<file path="src/hdl/hsv2rgb_pkg.sv">
// ----------------------------------------------------------------------------
// hsv2rgb_pkg
// shared types and constants of the hsv to rgb colour converter pipeline
// ----------------------------------------------------------------------------
package hsv2rgb_pkg;

    localparam int unsigned NUM_STAGES = 5;

    localparam int unsigned HUE_SPAN   = 360;
    localparam int unsigned SECTOR_DEG = 60;
    localparam int unsigned FULL_SCALE = 255;
    localparam int unsigned SECTOR_DEN = FULL_SCALE * SECTOR_DEG;   // 15300

    // floor(x/255) = (x * 0x8081) >> 23, exact for any 16-bit x
    localparam int unsigned RECIP_255   = 32'h0000_8081;
    localparam int unsigned SHIFT_255   = 23;
    // 15300 = 4 * 3825, the factor of four is a plain shift
    localparam int unsigned QUARTER_DEN = SECTOR_DEN / 4;           // 3825
    localparam int unsigned RECIP_QD    = 1122867;                  // floor(2^32 / 3825)
    localparam int unsigned SHIFT_QD    = 32;

    typedef logic [7:0] t_chan;
    typedef logic [2:0] t_sector;

    // sector codes, named after the pair of primaries/secondaries they span
    localparam t_sector SEC_RED_YEL = 3'd0;
    localparam t_sector SEC_YEL_GRN = 3'd1;
    localparam t_sector SEC_GRN_CYN = 3'd2;
    localparam t_sector SEC_CYN_BLU = 3'd3;
    localparam t_sector SEC_BLU_MAG = 3'd4;
    localparam t_sector SEC_MAG_RED = 3'd5;

    // after hue split
    typedef struct packed {
        logic    ok;
        t_sector sector;
        logic [5:0] rem;
        t_chan   sat;
        t_chan   val;
    } t_s1;

    // after the second multiply stage
    typedef struct packed {
        logic    ok;
        t_sector sector;
        t_chan   val;
        t_chan   m;
        logic [21:0] prod_n;
        logic [21:0] prod_k;
    } t_s3;

endpackage

</file>
<file path="src/hdl/hsv2rgb_sector.sv">
// ----------------------------------------------------------------------------
// hsv2rgb_sector
// splits the hue into a 60 degree sector and the offset inside it
// ----------------------------------------------------------------------------
module hsv2rgb_sector (
    input  logic                 i_clk,
    input  logic                 i_en,
    input  logic [8:0]           i_hue,
    input  hsv2rgb_pkg::t_chan   i_sat,
    input  hsv2rgb_pkg::t_chan   i_val,
    output hsv2rgb_pkg::t_s1     o_s1
);

    hsv2rgb_pkg::t_s1     r_s1;
    hsv2rgb_pkg::t_s1     n_s1;
    hsv2rgb_pkg::t_sector w_sector;
    logic [8:0]           w_base;
    logic [8:0]           w_diff;

    always_comb begin
        if (i_hue >= 9'(5 * hsv2rgb_pkg::SECTOR_DEG)) begin
            w_sector = hsv2rgb_pkg::SEC_MAG_RED;
            w_base   = 9'(5 * hsv2rgb_pkg::SECTOR_DEG);
        end else if (i_hue >= 9'(4 * hsv2rgb_pkg::SECTOR_DEG)) begin
            w_sector = hsv2rgb_pkg::SEC_BLU_MAG;
            w_base   = 9'(4 * hsv2rgb_pkg::SECTOR_DEG);
        end else if (i_hue >= 9'(3 * hsv2rgb_pkg::SECTOR_DEG)) begin
            w_sector = hsv2rgb_pkg::SEC_CYN_BLU;
            w_base   = 9'(3 * hsv2rgb_pkg::SECTOR_DEG);
        end else if (i_hue >= 9'(2 * hsv2rgb_pkg::SECTOR_DEG)) begin
            w_sector = hsv2rgb_pkg::SEC_GRN_CYN;
            w_base   = 9'(2 * hsv2rgb_pkg::SECTOR_DEG);
        end else if (i_hue >= 9'(hsv2rgb_pkg::SECTOR_DEG)) begin
            w_sector = hsv2rgb_pkg::SEC_YEL_GRN;
            w_base   = 9'(hsv2rgb_pkg::SECTOR_DEG);
        end else begin
            w_sector = hsv2rgb_pkg::SEC_RED_YEL;
            w_base   = 9'd0;
        end
        w_diff = i_hue - w_base;
        n_s1.ok     = (i_hue < 9'(hsv2rgb_pkg::HUE_SPAN));
        n_s1.sector = w_sector;
        n_s1.rem    = w_diff[5:0];
        n_s1.sat    = i_sat;
        n_s1.val    = i_val;
    end

    always_ff @(posedge i_clk) begin
        if (i_en) begin
            r_s1 <= n_s1;
        end
    end

    assign o_s1 = r_s1;

endmodule

</file>
<file path="src/hdl/hsv2rgb_mul.sv">
// ----------------------------------------------------------------------------
// hsv2rgb_mul
// two multiply stages: saturation terms, then the value-scaled numerators
// ----------------------------------------------------------------------------
module hsv2rgb_mul (
    input  logic              i_clk,
    input  logic [1:0]        i_en,
    input  hsv2rgb_pkg::t_s1  i_s1,
    output hsv2rgb_pkg::t_s3  o_s3
);

    typedef struct packed {
        logic                 ok;
        hsv2rgb_pkg::t_sector sector;
        hsv2rgb_pkg::t_chan   val;
        logic [13:0]          sr;
        logic [13:0]          sk;
        logic [15:0]          prod_m;
    } t_s2;

    t_s2              r_s2;
    t_s2              n_s2;
    hsv2rgb_pkg::t_s3 r_s3;
    hsv2rgb_pkg::t_s3 n_s3;
    logic [5:0]       w_rem_k;
    logic [7:0]       w_inv_sat;
    logic [13:0]      w_num_n;
    logic [13:0]      w_num_k;
    logic [31:0]      w_recip_m;

    always_comb begin
        w_rem_k   = 6'(hsv2rgb_pkg::SECTOR_DEG) - i_s1.rem;
        w_inv_sat = 8'(hsv2rgb_pkg::FULL_SCALE) - i_s1.sat;
        n_s2.ok     = i_s1.ok;
        n_s2.sector = i_s1.sector;
        n_s2.val    = i_s1.val;
        n_s2.sr     = 14'(i_s1.sat) * 14'(i_s1.rem);
        n_s2.sk     = 14'(i_s1.sat) * 14'(w_rem_k);
        n_s2.prod_m = 16'(i_s1.val) * 16'(w_inv_sat);
    end

    always_comb begin
        w_num_n   = 14'(hsv2rgb_pkg::SECTOR_DEN) - r_s2.sr;
        w_num_k   = 14'(hsv2rgb_pkg::SECTOR_DEN) - r_s2.sk;
        w_recip_m = 32'(r_s2.prod_m) * 32'(hsv2rgb_pkg::RECIP_255);
        n_s3.ok     = r_s2.ok;
        n_s3.sector = r_s2.sector;
        n_s3.val    = r_s2.val;
        n_s3.m      = w_recip_m[hsv2rgb_pkg::SHIFT_255 +: 8];
        n_s3.prod_n = 22'(r_s2.val) * 22'(w_num_n);
        n_s3.prod_k = 22'(r_s2.val) * 22'(w_num_k);
    end

    always_ff @(posedge i_clk) begin
        if (i_en[0]) begin
            r_s2 <= n_s2;
        end
        if (i_en[1]) begin
            r_s3 <= n_s3;
        end
    end

    assign o_s3 = r_s3;

endmodule

</file>
<file path="src/hdl/hsv2rgb_div.sv">
// ----------------------------------------------------------------------------
// hsv2rgb_div
// divides by 15300 through a reciprocal with one correction step, then
// routes the channel terms by sector into the output register
// ----------------------------------------------------------------------------
module hsv2rgb_div (
    input  logic               i_clk,
    input  logic [1:0]         i_en,
    input  hsv2rgb_pkg::t_s3   i_s3,
    output hsv2rgb_pkg::t_chan o_red,
    output hsv2rgb_pkg::t_chan o_green,
    output hsv2rgb_pkg::t_chan o_blue
);

    typedef struct packed {
        logic                 ok;
        hsv2rgb_pkg::t_sector sector;
        hsv2rgb_pkg::t_chan   val;
        hsv2rgb_pkg::t_chan   m;
        logic [19:0]          y_n;
        logic [19:0]          y_k;
        hsv2rgb_pkg::t_chan   q_n;
        hsv2rgb_pkg::t_chan   q_k;
    } t_s4;

    t_s4                r_s4;
    t_s4                n_s4;
    hsv2rgb_pkg::t_chan r_red;
    hsv2rgb_pkg::t_chan r_green;
    hsv2rgb_pkg::t_chan r_blue;
    hsv2rgb_pkg::t_chan n_red;
    hsv2rgb_pkg::t_chan n_green;
    hsv2rgb_pkg::t_chan n_blue;
    logic [40:0]        w_est_n;
    logic [40:0]        w_est_k;
    logic [19:0]        w_rem_n;
    logic [19:0]        w_rem_k;
    hsv2rgb_pkg::t_chan w_n;
    hsv2rgb_pkg::t_chan w_k;

    // quotient estimate is exact or one short
    always_comb begin
        n_s4.ok     = i_s3.ok;
        n_s4.sector = i_s3.sector;
        n_s4.val    = i_s3.val;
        n_s4.m      = i_s3.m;
        n_s4.y_n    = i_s3.prod_n[21:2];
        n_s4.y_k    = i_s3.prod_k[21:2];
        w_est_n     = 41'(i_s3.prod_n[21:2]) * 41'(hsv2rgb_pkg::RECIP_QD);
        w_est_k     = 41'(i_s3.prod_k[21:2]) * 41'(hsv2rgb_pkg::RECIP_QD);
        n_s4.q_n    = w_est_n[hsv2rgb_pkg::SHIFT_QD +: 8];
        n_s4.q_k    = w_est_k[hsv2rgb_pkg::SHIFT_QD +: 8];
    end

    always_comb begin
        w_rem_n = r_s4.y_n - 20'(r_s4.q_n) * 20'(hsv2rgb_pkg::QUARTER_DEN);
        w_rem_k = r_s4.y_k - 20'(r_s4.q_k) * 20'(hsv2rgb_pkg::QUARTER_DEN);
        w_n     = r_s4.q_n + 8'(w_rem_n >= 20'(hsv2rgb_pkg::QUARTER_DEN));
        w_k     = r_s4.q_k + 8'(w_rem_k >= 20'(hsv2rgb_pkg::QUARTER_DEN));
        n_red   = '0;
        n_green = '0;
        n_blue  = '0;
        if (r_s4.ok) begin
            unique case (r_s4.sector)
                hsv2rgb_pkg::SEC_RED_YEL: begin
                    n_red = r_s4.val; n_green = w_k;      n_blue = r_s4.m;
                end
                hsv2rgb_pkg::SEC_YEL_GRN: begin
                    n_red = w_n;      n_green = r_s4.val; n_blue = r_s4.m;
                end
                hsv2rgb_pkg::SEC_GRN_CYN: begin
                    n_red = r_s4.m;   n_green = r_s4.val; n_blue = w_k;
                end
                hsv2rgb_pkg::SEC_CYN_BLU: begin
                    n_red = r_s4.m;   n_green = w_n;      n_blue = r_s4.val;
                end
                hsv2rgb_pkg::SEC_BLU_MAG: begin
                    n_red = w_k;      n_green = r_s4.m;   n_blue = r_s4.val;
                end
                default: begin
                    n_red = r_s4.val; n_green = r_s4.m;   n_blue = w_n;
                end
            endcase
        end
    end

    always_ff @(posedge i_clk) begin
        if (i_en[0]) begin
            r_s4 <= n_s4;
        end
        if (i_en[1]) begin
            r_red   <= n_red;
            r_green <= n_green;
            r_blue  <= n_blue;
        end
    end

    assign o_red   = r_red;
    assign o_green = r_green;
    assign o_blue  = r_blue;

endmodule

</file>
<file path="src/hdl/hsv_to_rgb_converter_core.sv">
// ----------------------------------------------------------------------------
// hsv_to_rgb_converter_core
// streaming hsv to 8-bit rgb colour converter
// ----------------------------------------------------------------------------
// Takes one colour per clock cycle while s_axis_tready is high and delivers
// its rgb result in input order. The five register stages are the
// hue split into sector and offset, the saturation products, the value-scaled
// numerators with the divide by 255, the reciprocal estimate of the divide by
// 15300, and its correction with the sector routing into the output register.
// Each stage holds its own valid bit and moves up whenever the stage after it
// is empty or moving, so a stall at the output only fills empty stages and
// the input keeps taking transfers until the whole pipe is full. A hue of 360
// or more gives black.
// ----------------------------------------------------------------------------
module hsv_to_rgb_converter_core (
    input  logic        i_clk,
    input  logic        i_rst_n,
    input  logic        s_axis_tvalid,
    output logic        s_axis_tready,
    input  logic [31:0] s_axis_tdata,   // hue[8:0], saturation[16:9], brightness[24:17]
    output logic        m_axis_tvalid,
    input  logic        m_axis_tready,
    output logic [23:0] m_axis_tdata    // red[7:0], green[15:8], blue[23:16]
);

    localparam int unsigned NS = hsv2rgb_pkg::NUM_STAGES;

    logic [NS-1:0]      r_vld;
    logic [NS-1:0]      n_vld;
    logic [NS-1:0]      w_rdy;
    logic               w_in_xfer;
    logic               w_out_xfer;
    hsv2rgb_pkg::t_s1   w_s1;
    hsv2rgb_pkg::t_s3   w_s3;
    hsv2rgb_pkg::t_chan w_red;
    hsv2rgb_pkg::t_chan w_green;
    hsv2rgb_pkg::t_chan w_blue;

    // a stage loads when it is empty or its content moves on
    always_comb begin
        w_rdy[NS-1] = !r_vld[NS-1] || m_axis_tready;
        for (int i = NS - 2; i >= 0; i--) begin
            w_rdy[i] = !r_vld[i] || w_rdy[i+1];
        end
        n_vld[0] = w_rdy[0] ? s_axis_tvalid : r_vld[0];
        for (int i = 1; i < NS; i++) begin
            n_vld[i] = w_rdy[i] ? r_vld[i-1] : r_vld[i];
        end
    end

    always_ff @(posedge i_clk) begin
        if (!i_rst_n) begin
            r_vld <= '0;
        end else begin
            r_vld <= n_vld;
        end
    end

    assign w_in_xfer  = s_axis_tvalid && s_axis_tready;
    assign w_out_xfer = m_axis_tvalid && m_axis_tready;

    hsv2rgb_sector u_sector (
        .i_clk (i_clk),
        .i_en  (w_rdy[0]),
        .i_hue (s_axis_tdata[8:0]),
        .i_sat (s_axis_tdata[16:9]),
        .i_val (s_axis_tdata[24:17]),
        .o_s1  (w_s1)
    );

    hsv2rgb_mul u_mul (
        .i_clk (i_clk),
        .i_en  (w_rdy[2:1]),
        .i_s1  (w_s1),
        .o_s3  (w_s3)
    );

    hsv2rgb_div u_div (
        .i_clk   (i_clk),
        .i_en    (w_rdy[4:3]),
        .i_s3    (w_s3),
        .o_red   (w_red),
        .o_green (w_green),
        .o_blue  (w_blue)
    );

    assign s_axis_tready = w_rdy[0];
    assign m_axis_tvalid = r_vld[NS-1];
    assign m_axis_tdata  = {w_blue, w_green, w_red};

    // occupancy changes only by transfers in and out
    a_occupancy: assert property (@(posedge i_clk) disable iff (!i_rst_n)
        1'b1 |=> ($countones(r_vld) == $past($countones(r_vld))
                  + int'($past(w_in_xfer)) - int'($past(w_out_xfer))))
        else $error("pipeline occupancy does not match transfers");

    // an empty output stage means nothing blocks the input
    a_ready_when_drained: assert property (@(posedge i_clk) disable iff (!i_rst_n)
        !m_axis_tvalid |-> s_axis_tready)
        else $error("input stalled with empty output stage");

    // an output stall must never drop a pending result
    a_stall_keeps_result: assert property (@(posedge i_clk) disable iff (!i_rst_n)
        (m_axis_tvalid && !m_axis_tready) |=> (m_axis_tvalid && $stable(m_axis_tdata)))
        else $error("stalled result lost or changed");

endmodule
</file>
<file path="config.mk">
export PLATFORM = sky130hd
export DESIGN_NAME = hsv_to_rgb_converter_core
export DESIGN_NICKNAME = d
export VERILOG_FILES = /design/src/hdl/hsv2rgb_pkg.sv /design/src/hdl/hsv2rgb_sector.sv /design/src/hdl/hsv2rgb_mul.sv /design/src/hdl/hsv2rgb_div.sv /design/src/hdl/hsv_to_rgb_converter_core.sv
export SDC_FILE = /design/constraint.sdc
export NUM_CORES = 2
export LEC_CHECK = 0
export BUFFER_PORTS_ARGS = -buffer_cell sky130_fd_sc_hd__buf_4
export CORE_MARGIN = 10
export CORE_UTILIZATION = 55
export CTS_BUF_LIST = sky130_fd_sc_hd__clkbuf_8 sky130_fd_sc_hd__clkbuf_16
export CTS_CLUSTER_DIAMETER = 30
export DETAILED_ROUTE_END_ITERATION = 12
export GPL_ROUTABILITY_DRIVEN = 1
export MAX_ROUTING_LAYER = met4
export PLACE_DENSITY_LB_ADDON = 0.1
export REMOVE_ABC_BUFFERS = 1
export SYNTH_ARGS = -nofsm -noshare
export SYNTH_HDL_FRONTEND = slang
export SYNTH_HIERARCHICAL = 1
export SYNTH_SLANG_ARGS = --single-unit
</file>
<file path="constraint.sdc">
create_clock -name i_clk -period 10.97 [get_ports i_clk]
set_input_delay 1.097 -clock i_clk [delete_from_list [all_inputs] [get_ports i_clk]]
set_output_delay 1.097 -clock i_clk [all_outputs]
set_load 0.02 [all_outputs]
</file>
## Word-level counts from Yosys, hierarchy flattened

Cells that the tools add are included.

| operators by class | value |
|---|---|
| add/subtract/negate cells | 9 |
| multipliers | 10 |
| magnitude comparators | 8 |
| eq/ne operators | 4 |
| mux-type cells | 12 |
| reductions and logical operators | 16 |

Operators by type and width:

| kind | count |
|---|---|
| 20-bit by 21-bit multiplier with 40-bit output (second input constant) | 2 |
| 8-bit one-hot mux with 3 select lines | 3 |
| 8-bit by 14-bit multiplier with 22-bit output | 2 |
| 20-bit by 12-bit >= comparator with 1-bit output (second input constant) | 2 |
| 8-bit by 12-bit multiplier with 20-bit output (second input constant) | 2 |
| 20-bit subtractor | 2 |
| 16-bit by 16-bit multiplier with 31-bit output (second input constant) | 1 |
| 6-bit two-way mux | 5 |
| 8-bit by 6-bit multiplier with 14-bit output | 2 |
| 14-bit subtractor (first input constant) | 2 |
| 9-bit by 8-bit >= comparator with 1-bit output (second input constant) | 2 |
| 8-bit by 1-bit adder with 8-bit output | 2 |
| 8-bit by 8-bit multiplier with 16-bit output | 1 |
| 2-bit OR reduction | 5 |
| 9-bit by 6-bit >= comparator with 1-bit output (second input constant) | 1 |
| 9-bit by 7-bit >= comparator with 1-bit output (second input constant) | 1 |
| 9-bit >= comparator (second input constant) | 1 |
| 9-bit less-than comparator (second input constant) | 1 |
| 8-bit subtractor (first input constant) | 1 |
| 3-bit by 2-bit == test with 1-bit output (second input constant) | 2 |
| 3-bit two-way mux | 2 |
| 6-bit subtractor | 1 |
| 6-bit subtractor (first input constant) | 1 |
| 1-bit logical NOT | 5 |
| 5 further kinds | 10 |

| word-level totals | value |
|---|---|
| register bits | 251 |
| bits of input ports | 36 |

## Depth between registers and ports, before layout

| logic depth | value |
|---|---|
| depth in word-level cells | 7 |
| depth in mapped cells | 27 |
| gate-level depth less buffers | 26 |

## Cells and area by module

Netlist, hierarchy kept.

By module, submodules not included:

| module | instances | cells each | area an instance (um^2) | seq. area each (um^2) |
|---|---|---|---|---|
| hsv2rgb_div | 1 | 2020 | 20160.6 | 3002.9 |
| hsv2rgb_mul | 1 | 1703 | 17121.4 | 3543.4 |
| hsv2rgb_sector | 1 | 67 | 1074.8 | 780.7 |
| hsv_to_rgb_converter_core | 1 | 22 | 202.7 | 100.1 |

## Worst setup path after synthesis

No wires, ideal clock.

| path | value |
|---|---|
| path type | register to register |
| start point | reg u_div/r_s4[9] (netlist name) |
| end point | reg u_div.r_red[4] (netlist: u_div/o_red[4]) (data pin) |
| setup time | 255 ps |
| arrival time | 5960 ps |
| required time | 10715 ps |
| setup slack | 4755 ps |
| cell stages (with the launch flop) | 27 |
| path buffers | 0 |
| clock period less this slack | 6215 ps |
| cell sequence | edfxtp_1 inv_1 fa_1 inv_1 fa_1 inv_1 fa_1 inv_1 fa_1 inv_1 ha_1 and2_1 o21ai_1 or3b_1 a21oi_1 o2111ai_1 a221oi_2 nand4_1 a2111o_1 ha_1 ha_1 nand2_1 xnor2_1 a21oi_1 nor2b_1 a211o_1 and3_1 |

| on the way | value |
|---|---|
| longest elaborated chain between the ends | 5 |

RTL lines:

| what | RTL line | text |
|---|---|---|
| start, declared | hsv2rgb_div.sv:26 | `t_s4 r_s4;` |
| start signal, assigned | hsv2rgb_div.sv:89 | `r_s4 <= n_s4;` |
| 8-bit by 12-bit multiplier with 20-bit output | hsv2rgb_div.sv:56 | `w_rem_n = r_s4.y_n - 20'(r_s4.q_n) * 20'(hsv2rgb_pkg::QUARTER_DEN);` |
| 20-bit subtractor | hsv2rgb_div.sv:56 |  |
| 20-bit by 12-bit >= comparator with 1-bit output | hsv2rgb_div.sv:58 | `w_n = r_s4.q_n + 8'(w_rem_n >= 20'(hsv2rgb_pkg::QUARTER_DEN));` |
| 8-bit by 1-bit adder with 8-bit output * | hsv2rgb_div.sv:58 |  |
| 8-bit one-hot mux with 3 select lines * | hsv2rgb_div.sv:64 | `unique case (r_s4.sector)` |
| end signal, assigned | hsv2rgb_div.sv:92 | `r_red <= n_red;` |
| end, declared | hsv2rgb_div.sv:28 | `hsv2rgb_pkg::t_chan r_red;` |

Every way passes the cells marked *; elsewhere a longest branch is shown, timed or not.
A chain may end at the register's enable or synchronous reset.

## Worst setup path in the final report

| path | value |
|---|---|
| start point | reg u_div/r_s4[9] (netlist name) |
| end point | reg u_div.r_red[2] (netlist: u_div/o_red[2]) (data pin) |

The elaborated chain is that of the path after synthesis.

==> reports/qor.yml <==
job:
  max_cap_viol_count: 0
worst_setup_path:
  cp_num_buf_inv: 5
  crit_fanout: 10
  slowest_stage: "edfxtp_1"
  worstPathArrival_ns: 7.20
  endpoint_kind: "flip-flop"
  startpoint_type: "flip-flop"
  crit_required_ns: 11.31
  cp_top_family: "adder cells"
  slowest_delay_ns: 0.63
  crit_path_frequent_cell: "inv_1"
  crit_type: "flip-flop to flip-flop"
layout:
  areaGrowthSynthToFinish_pct: 8.84
  layout_common_cells: "813 x inv_1, 732 x ha_1, 474 x fa_1, 241 x edfxtp_1, 197 x nand2_1"
  fin_nets: 5113
  utilization_pct: 60.7
  final_area_um2: 41900
  mostFrequentLayoutCell: "inv_1"
  drive_above_1_share_pct: 5.03
routing:
  viasPerCell: 5.29
  dr_total_vias: 25647
  wl_per_cell_um: 15.6
  route.detailed.drc: 0
  ant_nets: 0
  drt_iter0_markers: 1234
  totalWireLength_um: 75700
  dr.pass1.iters: 5
floorplan:
  pin_count: 62
  start_util_pct: 55.8
  die_w_um: 284
  die-height_um: 284
  fp.dieArea_um2: 80900
  core_um2: 68900
  num_rows: 96
timing:
  setup_viol: 0
  rsz0062_at_grt: "false"
  fmax_ghz: 0.146
  tightest_slew_ns: 1.16
  setup-tns-final_ns: 0
  report.final.slew_viol_count: 0
  finalHoldViolations: 0
  fin_skew_ns: 0.0175
  fin_crit_ns: 6.86
  fin_crit_sh_pct: 62.5
  slew_headroom_pct: 22.3
placement:
  place_area_um2: 39900
  place_hpwl_um: 62300
  numPortBuffers: 54
  gp_congestion: 0.880
clock_tree:
  cts_buffer_depth: 3
  cts_resized: 0
  cts-hold-fix-buffers: 0
  path_clk_slew_ns: 0.06
  cts_tree: "yes"
  htreeDepth: 2
  numClockSinks: 246
  post-cts-setup-buffer-count: 0
  clock_latency_ns: 0.60
  cts_buffers: 58
  cts_root_buf: "clkbuf_16"
global_routing:
  antenna_found_initial: 1
  grt_max_degree: 61
  grt_usage_pct: 19.6
  grt-ovfl-total: 0
  grt_pass1_wl_um: 129000
  grt_pass1_vias: 26132
synth:
  synth.avg_cell_area_um2: 10.1
  syn_area_um2: 38500
  yosys_warnings: 6
  synth_cells: 3807
status:
  status: "finished clean"
worst_hold_path:
  hp-class: "flip-flop to flip-flop"
## state kept, by name, summed over array words and instances (netlist names)
signal         flops
r_vld              5
u_div/o_blue       8
u_div/o_green      8
u_div/o_red        8
u_div/r_s4        76
u_mul/n_s3        12
u_mul/o_s3        60
u_mul/r_s2        43
u_sector/o_s1     26
## through the flow
step           setup slack (ns)  instances  hold WS [ns]
6_report                   4.11       4849         0.410
4_1_cts                    4.10       4848         0.411
5_1_grt                    3.66       4849         0.422
3_3_place_gp               4.12       4742         0.404
3_5_place_dp               4.11       4742         0.405
2_1_floorplan              4.70       3749         0.400
## metal layers
layer	track usage, %	part of all wire, %
met1	25.9	47
met2	31.4	47
met3	2.74	3.6
met4	4.95	2.0
met5	-	0
## path summary, 6_finish.rpt
check	endpoint	depth (start not counted)	slack (ns)	startpoint
setup / recovery	u_div/o_red[2]	25	4.11	u_div/r_s4[9]
hold / removal	u_div/r_s4[64]	0	0.41	u_mul/o_s3[52]
setup reg to reg	u_div/o_red[2]	25	4.11	u_div/r_s4[9]
hold reg to reg	u_div/r_s4[64]	0	0.41	u_mul/o_s3[52]
## final cells by class
type / instances / area (µm²)
flip-flops and latches: 246 / 7340
repair buffers: 62 / 465
clock buffers: 59 / 1480
fillers: 5964 / 27100
inverters: 811 / 3050
clock inverters: 47 / 526
diodes: 1 / 2.50
multi-input cells: 2692 / 27800
well taps: 931 / 1160
Power is not shown: default switching activity piles up to over one toggle a cycle in this logic, so the estimate is an artifact.
